[config.mk]
export PLATFORM = sky130hd
export DESIGN_NAME = midi_stream_decoder
export DESIGN_NICKNAME = d
export VERILOG_FILES = /design/src/design/msd_pkg.sv /design/src/design/midi_stream_decoder.sv /design/src/design/msd_decode.sv
export VERILOG_INCLUDE_DIRS = /design/src /design/src/design
export SDC_FILE = /design/constraint.sdc
export NUM_CORES = 1
export LEC_CHECK = 0
export BUFFER_PORTS_ARGS = -buffer_cell sky130_fd_sc_hd__buf_4
export CAP_MARGIN = 25
export CORE_UTILIZATION = 30
export CTS_CLUSTER_DIAMETER = 40
export DETAILED_ROUTE_END_ITERATION = 12
export SLEW_MARGIN = 30
export SYNTH_ARGS = -nofsm -noshare
export SYNTH_HDL_FRONTEND = slang
export SYNTH_SLANG_ARGS = --single-unit
[constraint.sdc]
create_clock -name clk -period 7.4 [get_ports clk]
set_clock_uncertainty 0.05 [all_clocks]
set_input_delay 1.11 -clock clk [delete_from_list [all_inputs] [get_ports clk]]
set_output_delay 1.11 -clock clk [all_outputs]
set_load 0.01 [all_outputs]
[src/design/assert_macros.svh]
// Assertion macros shared by the decoder RTL.
`ifndef ASSERT_MACROS_SVH
`define ASSERT_MACROS_SVH

// Same-cycle implication, sampled on clk, off during reset.
`define MSD_ASSERT_NOW(lbl, ante, cons, msg) \
	lbl: assert property (@(posedge clk) disable iff (!arst_n) (ante) |-> (cons)) \
		else $error(msg);

// Next-cycle implication, sampled on clk, off during reset.
`define MSD_ASSERT_NEXT(lbl, ante, cons, msg) \
	lbl: assert property (@(posedge clk) disable iff (!arst_n) (ante) |=> (cons)) \
		else $error(msg);

`endif

[src/design/msd_pkg.sv]
// Types and constants for the MIDI stream decoder.
package msd_pkg;

	localparam int unsigned IN_DATA_W  = 8;
	localparam int unsigned OUT_DATA_W = 56;
	localparam int unsigned MAX_RES    = 3;

	typedef enum logic [4:0] {
		K_NOTEOFF     = 5'd0,
		K_NOTEON      = 5'd1,
		K_POLYPRESS   = 5'd2,
		K_CC          = 5'd3,
		K_PROG        = 5'd4,
		K_CHANPRESS   = 5'd5,
		K_BEND        = 5'd6,
		K_LOCAL       = 5'd7,
		K_ALLNOTESOFF = 5'd8,
		K_OMNI        = 5'd9,
		K_MONO        = 5'd10,
		K_POLY        = 5'd11,
		K_SONGPOS     = 5'd12,
		K_SONGSEL     = 5'd13,
		K_SYSTEM      = 5'd14,
		K_SYSEXBYTE   = 5'd15,
		K_SYSEXEND    = 5'd16
	} kind_t;

	typedef struct packed {
		logic               last;
		logic               flag_on;
		logic [13:0]        song_pos;
		logic signed [13:0] bend;
		logic [6:0]         amount;
		logic [6:0]         number;
		logic [3:0]         channel;
		kind_t              event_kind;
	} result_t;

	// status high nibbles
	localparam logic [3:0] MSG_NOTEOFF = 4'h8;
	localparam logic [3:0] MSG_NOTEON  = 4'h9;
	localparam logic [3:0] MSG_POLYPR  = 4'hA;
	localparam logic [3:0] MSG_CC      = 4'hB;
	localparam logic [3:0] MSG_PROG    = 4'hC;
	localparam logic [3:0] MSG_CHPRESS = 4'hD;
	localparam logic [3:0] MSG_BEND    = 4'hE;
	localparam logic [3:0] MSG_SYS     = 4'hF;

	// system status bytes
	localparam logic [7:0] ST_NONE    = 8'h00;
	localparam logic [7:0] ST_SYSEX   = 8'hF0;
	localparam logic [7:0] ST_SONGPOS = 8'hF2;
	localparam logic [7:0] ST_SONGSEL = 8'hF3;
	localparam logic [7:0] ST_TUNE    = 8'hF6;
	localparam logic [7:0] ST_EOX     = 8'hF7;
	localparam logic [4:0] RT_PREFIX  = 5'b11111;

	// mode controllers
	localparam logic [6:0] CC_LOCAL    = 7'd122;
	localparam logic [6:0] CC_ALLOFF   = 7'd123;
	localparam logic [6:0] CC_OMNI_OFF = 7'd124;
	localparam logic [6:0] CC_OMNI_ON  = 7'd125;
	localparam logic [6:0] CC_MONO     = 7'd126;
	localparam logic [6:0] CC_POLY     = 7'd127;

	// system codes in the number field
	localparam logic [6:0] SYS_TUNE   = 7'd0;
	localparam logic [6:0] SYS_CLOCK  = 7'd1;
	localparam logic [6:0] SYS_START  = 7'd2;
	localparam logic [6:0] SYS_CONT   = 7'd3;
	localparam logic [6:0] SYS_STOP   = 7'd4;
	localparam logic [6:0] SYS_SENSE  = 7'd5;
	localparam logic [6:0] SYS_RESET  = 7'd6;

	// low three bits of realtime bytes 0xF8..0xFF
	localparam logic [2:0] RT_CLOCK = 3'd0;
	localparam logic [2:0] RT_UNDEF9 = 3'd1;
	localparam logic [2:0] RT_START = 3'd2;
	localparam logic [2:0] RT_CONT  = 3'd3;
	localparam logic [2:0] RT_STOP  = 3'd4;
	localparam logic [2:0] RT_UNDEFD = 3'd5;
	localparam logic [2:0] RT_SENSE = 3'd6;
	localparam logic [2:0] RT_RESET = 3'd7;

endpackage

[src/design/midi_stream_decoder.sv]
// MIDI stream decoder top level: input stage, decoder, result group stage.
//
// Slave channel s_*: one MIDI byte per beat in s_tdata[7:0].
// Master channel m_*: one decoded event per beat; m_tlast marks the last
// event caused by a byte. A byte may cause zero to three events.
// A byte is registered in the input stage on accept, then decoded, and its
// events are loaded into the group register, from which they are sent.
// Bytes with at most one event stream at one byte per cycle while the
// receiver does not stall; a byte with more than one event holds the input
// stage until the group register has sent them all, one event per beat.
// Bytes that give no event pass through without using an output beat.
// When the receiver stalls, the group register holds its event and the input
// register still takes one more byte; after that s_tready drops.
// Reset clears running status, pending data byte and SysEx flag, and empties
// both stages.
`include "assert_macros.svh"

module midi_stream_decoder (
	input  logic                             clk,
	input  logic                             arst_n,
	input  logic                             s_tvalid,
	output logic                             s_tready,
	input  logic [msd_pkg::IN_DATA_W-1:0]    s_tdata,   // [7:0] midi_byte
	output logic                             m_tvalid,
	input  logic                             m_tready,
	// [4:0] event_kind, [8:5] channel, [15:9] number, [22:16] amount,
	// [36:23] bend, [50:37] song_pos, [51] flag_on, [55:52] zero
	output logic [msd_pkg::OUT_DATA_W-1:0]   m_tdata,
	output logic                             m_tlast
);

	logic [7:0] byte_s1;
	logic       valid_s1;
	msd_pkg::result_t [msd_pkg::MAX_RES-1:0] grp_s2;
	logic [1:0] cnt_s2;
	logic [1:0] idx_q;

	msd_pkg::result_t [msd_pkg::MAX_RES-1:0] dec_res;
	logic [1:0] dec_n;
	logic       grp_free;
	logic       step;
	logic       in_beat;
	logic       out_beat;
	msd_pkg::result_t cur;

	assign out_beat = m_tvalid && m_tready;
	assign grp_free = (cnt_s2 == 2'd0) || (out_beat && (idx_q == cnt_s2 - 2'd1));
	assign step     = valid_s1 && grp_free;
	assign s_tready = !valid_s1 || grp_free;
	assign in_beat  = s_tvalid && s_tready;

	msd_decode u_decode (
		.clk       (clk),
		.arst_n    (arst_n),
		.step      (step),
		.midi_byte (byte_s1),
		.res       (dec_res),
		.n_res     (dec_n)
	);

	always_ff @(posedge clk or negedge arst_n) begin
		if (!arst_n) begin
			valid_s1 <= 1'b0;
		end else if (in_beat) begin
			valid_s1 <= 1'b1;
		end else if (step) begin
			valid_s1 <= 1'b0;
		end
	end

	always_ff @(posedge clk) begin
		if (in_beat)
			byte_s1 <= s_tdata[7:0];
	end

	always_ff @(posedge clk or negedge arst_n) begin
		if (!arst_n) begin
			cnt_s2 <= 2'd0;
			idx_q  <= 2'd0;
		end else if (grp_free) begin
			cnt_s2 <= step ? dec_n : 2'd0;
			idx_q  <= 2'd0;
		end else if (out_beat) begin
			idx_q <= idx_q + 2'd1;
		end
	end

	always_ff @(posedge clk) begin
		if (step)
			grp_s2 <= dec_res;
	end

	assign cur      = grp_s2[idx_q];
	assign m_tvalid = cnt_s2 != 2'd0;
	assign m_tlast  = cur.last;
	assign m_tdata  = {4'd0, cur.flag_on, cur.song_pos, cur.bend, cur.amount,
		cur.number, cur.channel, cur.event_kind};

	`MSD_ASSERT_NOW(a_idx_in_group, cnt_s2 != 2'd0, idx_q < cnt_s2,
		"event index past group size")
	`MSD_ASSERT_NEXT(a_group_continues, out_beat && !m_tlast, m_tvalid,
		"group ended before its last event")
	`MSD_ASSERT_NOW(a_stall_means_full, !s_tready, valid_s1,
		"input stalled with empty input stage")

endmodule

[src/design/msd_decode.sv]
// Parser state and per-byte decode into up to three results.
`include "assert_macros.svh"

module msd_decode (
	input  logic                                    clk,
	input  logic                                    arst_n,
	input  logic                                    step,
	input  logic [7:0]                              midi_byte,
	output msd_pkg::result_t [msd_pkg::MAX_RES-1:0] res,
	output logic [1:0]                              n_res
);

	logic [7:0] status_q, status_d;
	logic [6:0] first_q, first_d;
	logic       have_first_q, have_first_d;
	logic       sysex_q, sysex_d;

	logic [3:0] msg;
	logic [3:0] ch;
	logic [6:0] b7;
	logic [6:0] d0;
	logic [6:0] d1;
	logic       need_one;
	logic       need_two;
	logic       two;
	msd_pkg::result_t [msd_pkg::MAX_RES-1:0] r;
	logic [1:0] n;

	function automatic msd_pkg::result_t mk(msd_pkg::kind_t kind, logic [3:0] c,
			logic [6:0] num, logic [6:0] amt, logic signed [13:0] bnd,
			logic [13:0] pos, logic flag);
		msd_pkg::result_t x;
		x.last       = 1'b0;
		x.flag_on    = flag;
		x.song_pos   = pos;
		x.bend       = bnd;
		x.amount     = amt;
		x.number     = num;
		x.channel    = c;
		x.event_kind = kind;
		return x;
	endfunction

	assign msg      = status_q[7:4];
	assign ch       = status_q[3:0];
	assign b7       = midi_byte[6:0];
	assign need_one = (msg == msd_pkg::MSG_PROG) || (msg == msd_pkg::MSG_CHPRESS) ||
		(status_q == msd_pkg::ST_SONGSEL);
	assign need_two = (msg != msd_pkg::MSG_SYS) || (status_q == msd_pkg::ST_SONGPOS);
	assign two      = need_two && !need_one;
	assign d0       = two ? first_q : b7;
	assign d1       = b7;

	always_comb begin
		status_d     = status_q;
		first_d      = first_q;
		have_first_d = have_first_q;
		sysex_d      = sysex_q;
		r            = '0;
		n            = 2'd0;
		priority if (!midi_byte[7]) begin
			if (sysex_q) begin
				r[0] = mk(msd_pkg::K_SYSEXBYTE, '0, b7, '0, '0, '0, 1'b0);
				n    = 2'd1;
			end else if (!status_q[7] || !(need_one || need_two)) begin
				// no usable running status: byte dropped
				n = 2'd0;
			end else if (two && !have_first_q) begin
				first_d      = b7;
				have_first_d = 1'b1;
			end else begin
				have_first_d = 1'b0;
				n            = 2'd1;
				unique case (msg)
					msd_pkg::MSG_NOTEOFF:
						r[0] = mk(msd_pkg::K_NOTEOFF, ch, d0, d1, '0, '0, 1'b0);
					msd_pkg::MSG_NOTEON:
						r[0] = mk((d1 != 7'd0) ? msd_pkg::K_NOTEON : msd_pkg::K_NOTEOFF,
							ch, d0, d1, '0, '0, 1'b0);
					msd_pkg::MSG_POLYPR:
						r[0] = mk(msd_pkg::K_POLYPRESS, ch, d0, d1, '0, '0, 1'b0);
					msd_pkg::MSG_PROG:
						r[0] = mk(msd_pkg::K_PROG, ch, d0, '0, '0, '0, 1'b0);
					msd_pkg::MSG_CHPRESS:
						r[0] = mk(msd_pkg::K_CHANPRESS, ch, '0, d0, '0, '0, 1'b0);
					msd_pkg::MSG_BEND:
						// minus 0x2000 on 14 bits flips the top bit
						r[0] = mk(msd_pkg::K_BEND, ch, '0, '0,
							$signed({~d1[6], d1[5:0], d0}), '0, 1'b0);
					msd_pkg::MSG_CC: begin
						priority if (d0 == msd_pkg::CC_LOCAL) begin
							r[0] = mk(msd_pkg::K_LOCAL, ch, '0, '0, '0, '0, d1 != 7'd0);
						end else if (d0 >= msd_pkg::CC_ALLOFF) begin
							r[0] = mk(msd_pkg::K_ALLNOTESOFF, ch, '0, '0, '0, '0, 1'b0);
							priority if (d0 == msd_pkg::CC_OMNI_OFF ||
									d0 == msd_pkg::CC_OMNI_ON) begin
								r[1] = mk(msd_pkg::K_OMNI, ch, '0, '0, '0, '0,
									d0 == msd_pkg::CC_OMNI_ON);
								n    = 2'd2;
							end else if (d0 == msd_pkg::CC_MONO) begin
								r[1] = mk(msd_pkg::K_OMNI, ch, '0, '0, '0, '0,
									d1[3:0] == 4'd0);
								r[2] = mk(msd_pkg::K_MONO, ch, '0, {3'd0, d1[3:0]},
									'0, '0, 1'b0);
								n    = 2'd3;
							end else if (d0 == msd_pkg::CC_POLY) begin
								r[1] = mk(msd_pkg::K_POLY, ch, '0, '0, '0, '0, 1'b0);
								n    = 2'd2;
							end else begin
								n = 2'd1;
							end
						end else begin
							r[0] = mk(msd_pkg::K_CC, ch, d0, d1, '0, '0, 1'b0);
						end
					end
					msd_pkg::MSG_SYS: begin
						if (status_q == msd_pkg::ST_SONGPOS)
							r[0] = mk(msd_pkg::K_SONGPOS, '0, '0, '0, '0, {d1, d0}, 1'b0);
						else
							r[0] = mk(msd_pkg::K_SONGSEL, '0, d0, '0, '0, '0, 1'b0);
						status_d = msd_pkg::ST_NONE;
					end
					default: n = 2'd0;
				endcase
			end
		end else if (midi_byte[7:3] == msd_pkg::RT_PREFIX) begin
			// realtime: no state change
			n = 2'd1;
			unique case (midi_byte[2:0])
				msd_pkg::RT_CLOCK:
					r[0] = mk(msd_pkg::K_SYSTEM, '0, msd_pkg::SYS_CLOCK, '0, '0, '0, 1'b0);
				msd_pkg::RT_START:
					r[0] = mk(msd_pkg::K_SYSTEM, '0, msd_pkg::SYS_START, '0, '0, '0, 1'b0);
				msd_pkg::RT_CONT:
					r[0] = mk(msd_pkg::K_SYSTEM, '0, msd_pkg::SYS_CONT, '0, '0, '0, 1'b0);
				msd_pkg::RT_STOP:
					r[0] = mk(msd_pkg::K_SYSTEM, '0, msd_pkg::SYS_STOP, '0, '0, '0, 1'b0);
				msd_pkg::RT_SENSE:
					r[0] = mk(msd_pkg::K_SYSTEM, '0, msd_pkg::SYS_SENSE, '0, '0, '0, 1'b0);
				msd_pkg::RT_RESET:
					r[0] = mk(msd_pkg::K_SYSTEM, '0, msd_pkg::SYS_RESET, '0, '0, '0, 1'b0);
				msd_pkg::RT_UNDEF9, msd_pkg::RT_UNDEFD:
					n = 2'd0;
				default: n = 2'd0;
			endcase
		end else begin
			have_first_d = 1'b0;
			if (msg != msd_pkg::MSG_SYS || midi_byte[7:4] != msd_pkg::MSG_SYS) begin
				n = 2'd0;
			end
			if (midi_byte[7:4] != msd_pkg::MSG_SYS) begin
				status_d = midi_byte;
				sysex_d  = 1'b0;
			end else begin
				status_d = msd_pkg::ST_NONE;
				priority if (midi_byte == msd_pkg::ST_SYSEX) begin
					sysex_d = 1'b1;
				end else if (midi_byte == msd_pkg::ST_EOX) begin
					if (sysex_q) begin
						r[0] = mk(msd_pkg::K_SYSEXEND, '0, '0, '0, '0, '0, 1'b0);
						n    = 2'd1;
					end
					sysex_d = 1'b0;
				end else begin
					sysex_d = 1'b0;
					if (midi_byte == msd_pkg::ST_SONGPOS || midi_byte == msd_pkg::ST_SONGSEL)
						status_d = midi_byte;
					else if (midi_byte == msd_pkg::ST_TUNE) begin
						r[0] = mk(msd_pkg::K_SYSTEM, '0, msd_pkg::SYS_TUNE, '0, '0, '0, 1'b0);
						n    = 2'd1;
					end
				end
			end
		end
	end

	// flag the final result of this byte
	always_comb begin
		res = r;
		if (n != 2'd0)
			res[n - 2'd1].last = 1'b1;
	end

	assign n_res = n;

	always_ff @(posedge clk or negedge arst_n) begin
		if (!arst_n) begin
			status_q     <= msd_pkg::ST_NONE;
			first_q      <= '0;
			have_first_q <= 1'b0;
			sysex_q      <= 1'b0;
		end else if (step) begin
			status_q     <= status_d;
			first_q      <= first_d;
			have_first_q <= have_first_d;
			sysex_q      <= sysex_d;
		end
	end

	`MSD_ASSERT_NEXT(a_status_clears_count,
		step && midi_byte[7] && (midi_byte[7:3] != msd_pkg::RT_PREFIX),
		!have_first_q, "status byte left a pending data byte")
	`MSD_ASSERT_NOW(a_sysex_passes_data, step && sysex_q && !midi_byte[7],
		n == 2'd1, "sysex data byte not passed on")

endmodule
==> flow_results.org, run 1 <==
** Placed design
- The HPWL after detailed placement is 9250 µm.
- Summing all placed instances gives a cell area of 5840 µm².
- GPL Wtd Cong :: 0.901
- Count of input and output buffers :: 66
- Pre-CTS worst setup slack :: 4.21 ns

** CTS
- TritonCTS built the clock tree.
- Post-CTS Setup Bufs :: 0
- In this run, post-CTS repair resized a total of 0 instances.
- Cell at the root of the clock tree :: clkbuf_16
- The later pin in the worst-skew pair is clocked with a latency of 0.36 ns.
- For this design, the CTS-stage hold fixing added 0 buffers.
- The number of clock buffers added by TritonCTS is 9.
- The longest clock path from root to sink contains 2 buffers.
- After clock tree synthesis, the clock-pin slew on the worst setup and hold paths is around 0.070 ns.
- The H-tree generated during clock tree synthesis spans 3 levels.
- CTS sink count :: a little over 100

** STA
- Total count of hold-check failures in the final report :: 0
- In the post-route analysis, the smallest setup slack over all paths is 4.12 ns.
- The final-report max-slew violation count was 0.
- Final setup fails :: 0
- Slew of the pin with the lowest slew margin :: 0.867 ns
- Aggregate negative setup slack :: 0 ns
- Achievable Freq :: 305 MHz
- Of the available clock period, the critical path in the final layout requires 44.3%.
- Setup repair after global routing left no endpoint under its margin.
- The smallest clock period supported by the final layout is computed as 3.28 ns.
- The worst pin sits at a relative slew slack of between 40% and 50%.

** Worst setup path
- Required @ worst endpoint :: 6.24 ns
- Class of the most critical setup path :: reg2out
- The worst register-to-register path ends at grp_s2[35].
- Highest net fanout along the worst path :: 17
- The worst register-to-register path begins at idx_q[1].
- The critical path ends at s_tready.
- Bufs and invs on worst path :: 1
- Stages on the worst setup path :: 4
- The kind of cell with the highest combined delay along the critical path is flip-flops.
- Slowest stage cell, crit path :: dfrtp_1
- Worst-path cell chain :: xor2_1 -> a31oi_1 -> nand2_1 -> buf_4
- Data arrival, critical path :: 2.12 ns
- Across all register-to-register paths, the minimum setup slack is 4.23 ns.
- R2r worst-path depth :: 5
- On the worst path, the slowest cell contributes a delay of between 0.9 and 1 ns.
- Beginning of the critical path :: idx_q[1]
- Startpoint types :: flip-flop
- CP Capture Type :: output pin

** Die
- Number of core rows :: 47
- The floorplan step set the die width to 134 µm.
- Once the floorplan was initialized, standard cells occupied 31.0% of the core.
- The floorplan step defined a die boundary enclosing 17,900 µm².
- Placeable core region :: between 15,000 and 20,000 µm²
- Y dimension of the die :: 134 µm
- 71 I/O pins were placed.

** Pwr
- Leakage power summed over all cells :: 2.31 nW
- In this run the power density over the cells is 285 nW/µm².
- Across the VDD grid, the largest voltage drop is 0.135 mV.

** Logic synthesis
- The synthesized design contains 79 enable-type register cells.
- Number of distinct library cells after synthesis :: 68
- Counting every instance in the synthesized netlist gives 461.
- The cell area that synthesis handed to floorplanning was 5200 µm².
- Yosys printed 0 warnings.
- Async set-reset flop share out of synthesis :: 21.8%
- Main flop type after synthesis :: edfxtp_1
- Fraction of the yosys area taken by sequential cells :: 56.2%
- Yosys reg bits :: 101
- Synthesized area per cell :: 11.3 µm²

** Hold path
- Worst Min Path Start :: cnt_s2[1]
- Min-Delay Path Class :: reg2reg
- Hold Path Cell Cnt :: 1

** Detailed routing
- The detailed router finished its first iteration with 324 violations.
- First-pass iteration count of the detailed router :: 5
- Dividing the detail-routed via count by the number of cells gives around 5.0.
- Wirelength per Cell :: 17.7 µm
- Antenna Violating Nets Remaining :: 0
- The routed layout has 3,707 vias.
- Wires add up to ~13,000 µm.
- In the routed design, unresolved DRC markers number 0.

** Global routing
- Entering global routing, the biggest net connects between 50 and 60 pins.
- Global routing used 15.1% of the available tracks.
- Global routing finished with a remaining overflow of 0.
- The number of antenna violations at the first check in global routing is 1.
- The via count of the first global-routing pass is 3,579.
- The first global-routing pass estimated approximately 20,000 µm of wire.

** Final layout
- Fill cells :: around 1,700
- Fraction of layout instances using a drive strength above 1 :: 20.6%
- Most frequent standard cell in the layout excluding fill and tap cells :: edfxtp_1
- Once layout is done, the placed cells without fillers occupy between 6000 and 7000 µm².
- Sequential cell area :: 2920 µm²
- Area occupied by multi-input gates :: 2100 µm²
- Number of nets in the final layout :: 523
- In the layout the commonest cells are 79 x edfxtp_1, 77 x and2_1, 68 x buf_4.
- Relative to the synthesized area, the layout overhead comes to 18.3%.

** Status
- Result of the run :: finished clean

** Job
- Max-cap violations in this run came to 0.
==> registers in the layout (all words and copies together) (netlist names) <==
signal	flops
grp_s2	71
byte_s1	8
u_decode.status_q	8
u_decode.first_q	7
cnt_s2	2
idx_q	2
u_decode.have_first_q	1
u_decode.sysex_q	1
valid_s1	1
==> metrics by stage <==
| stage | utilization (%) | total power [mW] | instances | hold WS (ns) |
|---|---|---|---|---|
| floorplan | - | 1.11 | 464 | 0.423 |
| global placement | 34.8 | 1.27 | 719 | 0.452 |
| detailed placement | 34.8 | 1.28 | 719 | 0.450 |
| CTS | 36.7 | 1.76 | 735 | 0.467 |
| global route | 36.7 | 1.84 | 735 | 0.497 |
| finish | 36.7 | 1.75 | 736 | 0.465 |
==> cells by family (layout without fill, tap and decap cells) <==
family | count (synthesis) | count (layout) | share of synthesized area (%)
xor gates and xnor gates | 4 | 4 | 0.674
DFF | 101 | 101 | 56.2
other | 1 | 5 | 0.0722
and+or+nand+nor | 209 | 209 | 22.4
buffers and inverters | 41 | 92 | 3.61
AOI/OAI and AO/OA | 82 | 82 | 12.2
adders and majority gates | 1 | 1 | 0.241
muxes | 22 | 22 | 4.65
==> worst min path at each step <==
stage,endpoint
after CTS,cnt_s2[1]
final,cnt_s2[1]
after global routing,cnt_s2[1]
after global placement,cnt_s2[1]
after detailed placement,cnt_s2[1]
after floorplan,cnt_s2[1]
==> power by group <==
part	switching, mW	internal (mW)	total (mW)
clock	0.212	0.274	0.486
sequential	0.110	0.719	0.830
combinational	0.247	0.190	0.436
total	0.569	1.18	1.75
==> worst register-to-register path: cells and delay by family, from the launching register on <==
| family | cells | cell delay, ns |
|---|---|---|
| buf+inv | 2 | 1.16 |
| flops | 1 | 0.91 |
| xor+xnor | 1 | 0.31 |
| compound gates | 1 | 0.23 |
| simple gates | 1 | 0.15 |
==> Yosys cell counts, types with 11 or more instances <==
| cell type | n | share of area [%] |
|---|---|---|
| edfxtp_1 | 79 | 46 |
| nor3_1 | 13 | 1.3 |
| nand3_1 | 12 | 1.2 |
| and2_1 | 77 | 9.3 |
| mux2i_1 | 14 | 2.7 |
| a21oi_1 | 20 | 1.9 |
| o21ai_0 | 17 | 1.6 |
| dfrtp_1 | 22 | 11 |
| nand2_1 | 41 | 3.0 |
| clkbuf_1 | 23 | 1.7 |
| a22o_1 | 11 | 1.9 |
| nor2_1 | 22 | 1.6 |
==> layout make-up <==
cell class	instances	area share, %
sequential	101	47.5
multi-input combinational	322	34.1
timing repair buffer	68	8.30
tap	220	4.48
clock buffer	10	3.89
clock inverter	6	1.16
inverter	8	0.488
antenna	1	0.0407
==> routing by layer <==
layer	routed length (µm)	share of wire (%)	up-vias	track usage [%]
met5	0	0	-	0
met4	236	1.8	0	6.06
met3	886	6.8	15	3.04
met2	6000	46	159	23.1
met1	5910	45	1771	20.9
li1	-	-	1762	-
No activity file was read; power rests on OpenSTA's default activity.
==> run 2, diff against run 1 <==
==> constraint.sdc (replaced) <==
create_clock -name clk -period 3.13 [get_ports clk]
set_clock_uncertainty 0.05 [all_clocks]
set_input_delay 0.4695 -clock clk [delete_from_list [all_inputs] [get_ports clk]]
set_output_delay 0.4695 -clock clk [all_outputs]
set_load 0.01 [all_outputs]
==> flow_results.org, run 2 (synthesis gave the netlist of run 1 again) <==
** Worst setup path
- The delay contributed by the slowest stage of the critical path came to 0.77 ns (-0.14 ns).
- Class of the most critical setup path :: reg2reg
- Broken down by cell family, the worst path's largest delay share belongs to compound AO/OA/AOI/OAI gates.
- The count of buffer and inverter cells on the critical path is 0 (-1).
- In this run the critical register-to-register path is captured at grp_s2[113].
- Worst-path cell chain :: or4b_1 -> a31o_4 -> mux2i_4 -> a2111oi_4 -> and2_1
- Required @ worst endpoint :: 3.30 ns (-2.94 ns)
- In this run the worst setup path begins at u_decode.status_q[0].
- STA classifies the critical path endpoint as a flip-flop.
- Slowest stage cell, crit path :: or4b_1
- The highest net fanout along the worst path came to 12 (-5).
- Stages on the worst setup path :: 5 (+1)
- The worst register-to-register path begins at u_decode.status_q[0].
- R2r worst-path depth :: 5 (unchanged)
- The worst-case register-to-register setup slack came to 0.22 ns (-4.01 ns).
- Data arrival, critical path :: 3.07 ns (+0.95 ns)
- STA classifies the critical path startpoint as a flip-flop.

** STA
- Final worst-path setup slack :: 0.225 ns (-3.90 ns)
- The setup total negative slack was 0 ns (unchanged).
- Slew of the pin with the lowest slew margin :: 0.650 ns (-0.216 ns)
- After layout, the worst path uses between 90% and 100% of the clock period.
- The final count of negative-setup-slack endpoints is 0 (unchanged).
- Clock period minus final worst setup slack :: 2.91 ns
- Setup repair after global routing left no endpoint under its margin.
- Achievable Freq :: 344 MHz
- The worst max-slew margin expressed relative to the limit is 56.1% (+14 points).
- The final-report max-slew violation count came to 0 (unchanged).
- The final hold violation count came to 0 (unchanged).

** Final layout
- Finished Core Util :: 37.3% (+0.58 points)
- The largest registers in the layout are grp_s2: 71 flops, byte_s1: 8 flops, u_decode.status_q: 8 flops.
- The register with the most flip-flops in the final layout is grp_s2.
- Synthesis-to-layout area growth :: 20.2%
- Fraction of layout instances using a drive strength above 1 :: 22.6% (+2.0 points)
- Number of flip-flops under the largest register name :: 71 (unchanged)
- The final instance area came to 6250 µm² (+1.6%).
- Number of antenna diodes :: 0 (-1)
- In the layout the commonest cells are 84 x buf_4, 79 x edfxtp_1, 77 x and2_1.
- The library cell used most frequently in the layout, excluding fill and tap cells, is buf_4.
- Number of nets in the final layout :: 540 (+3.3%)

** Placed design
- The global placement routability congestion is 0.927 (+2.9%).
- The total half-perimeter wirelength after legalization and detailed placement was 9710 µm (+4.9%).
- The number of port buffers is 66 (unchanged).
- Cell area after placement :: 5960 µm² (+2.1%)
- The worst setup slack before clock tree synthesis was 0.279 ns (-3.93 ns).

** Detailed routing
- Uppermost routed layer :: met4
- Number of design-rule violations left by the first detailed-router iteration :: 240 (-26%)
- The total number of vias is 3,774 (+1.8%).
- Met3 routed WL :: 749 µm (-15%)
- The number of optimization iterations in the first detailed-route pass came to 5 (unchanged).
- Antenna Violating Nets Remaining :: 0 (unchanged)
- The post-detailed-route DRC marker count came to 0 (unchanged).
- The routed length on met1 came to 6020 µm (+1.8%).
- Wirelength per Cell :: 17.3 µm (-2.4%)
- Drt via density :: 5.02 (-0.36%)
- The total met2 wirelength after detailed routing is 5990 µm (-0.17%).
- The final wirelength was 13,000 µm (-0.25%).

** Status
- Result of the run :: finished clean

** CTS
- CTS max path bufs :: 2 (unchanged)
- Cell at the root of the clock tree :: clkbuf_16
- Register clock-pin slew on the reported worst setup and hold paths :: 0.06 ns (about the same)
- TritonCTS built the clock tree.
- Total clock buffers created by CTS :: 9 (unchanged)
- The H-tree level count was 3 (unchanged).
- Insertion delay to the later sink of the worst-skew pair :: 0.35 ns (about the same)
- The number of clock sinks is 101 (unchanged).
- Post-CTS Setup Bufs :: 0 (unchanged)

** Pwr
- Power per Cell Area :: 655 nW/µm² (+130%)
- VDD IR max :: 0.249 mV (+84%)
- Leakage power summed over all cells :: 2.38 nW (+2.9%)

** Hold path
- The min-delay analysis places its worst path in the category in2reg.
- The startpoint identified for the worst hold timing path is s_tdata[0].
- The path with the worst hold slack has its endpoint at byte_s1[0].
- Hold Path Cell Cnt :: 1 (unchanged)

** Global routing
- Via count of the first global-routing pass :: 3,642 (+1.8%)
- The number of antenna violations at the first check in global routing was 0 (-1).
- Overall track demand over capacity in global routing :: 15.2% (+0.12 points)
- First-pass GRT wire length :: 20,600 µm (+1.0%)
- The total congestion overflow came to 0 (unchanged).
- The pin count of the biggest net entering global routing was 41 (-20%).

** Job
- Maximum Capacitance Violations :: 0 (unchanged)

** Die
- The site row count is 47 (unchanged).
- Number of top-level pins :: 71 (unchanged)
- Y dimension of the die :: 134 µm (unchanged)
- The die width was 134 µm (unchanged).
- Die Footprint :: 17,900 µm² (unchanged)
- The initial cell density of the core was 31.0% (unchanged).
- The placeable core region is 16,800 µm² (unchanged).
==> run 2: changes by cell type in the layout (fill, tap and decap cells not counted) <==
cell and change:
buf_4 +16, bufinv_16 -1, clkbuf_1 +2, clkinv_2 +1, clkinv_4 -1, diode_2 -1
dlygate4sd3_1 +1, inv_2 -1
==> run 2: how the worst max path moves through the flow <==
stage	to	slack (ns)
2_1_floorplan	u_decode.status_q[4]	0.13
3_3_place_gp	grp_s2[112]	0.36
3_5_place_dp	grp_s2[124]	0.28
4_1_cts	grp_s2[113]	0.22
5_1_grt	grp_s2[125]	0.09
6_report	grp_s2[113]	0.22
==> run 2: report_power, final <==
group          switching [mW]  leakage (nW)  internal [mW]
clock                   0.467         0.129          0.565
sequential              0.239          1.08           1.70
combinational           0.628          1.17          0.494
total                    1.33          2.38           2.76
==> run 2: layer usage <==
metal | vias up | track usage (%)
met2 | 131 | 23.5
met3 | 21 | 3.04
met4 | 0 | 5.49
met1 | 1821 | 21.1
li1 | 1801 | -
met5 | - | 0
==> run 2: through the flow <==
step                hold WS, ns  instances  power (mW)
finish                    0.244        752        4.09
global route              0.236        752        4.30
CTS                       0.231        752        4.13
detailed placement        0.336        735        3.09
global placement          0.329        735        3.06
floorplan                 0.124        464        2.63
==> run 2: repair_timing <==
item / CTS / global route
endpoints found under the hold margin: 22 / 0
resized for setup: 0 / 0
hold buffers: 1 / 0
==> run 2: layout make-up <==
class | instances | area (µm²)
fillers | 1601 | 10500
flip-flops and latches | 101 | 2920
multi-input cells | 322 | 2100
repair buffers | 85 | 641
well taps | 220 | 275
clock buffers | 12 | 246
clock inverters | 4 | 32.5
inverters | 8 | 31.3
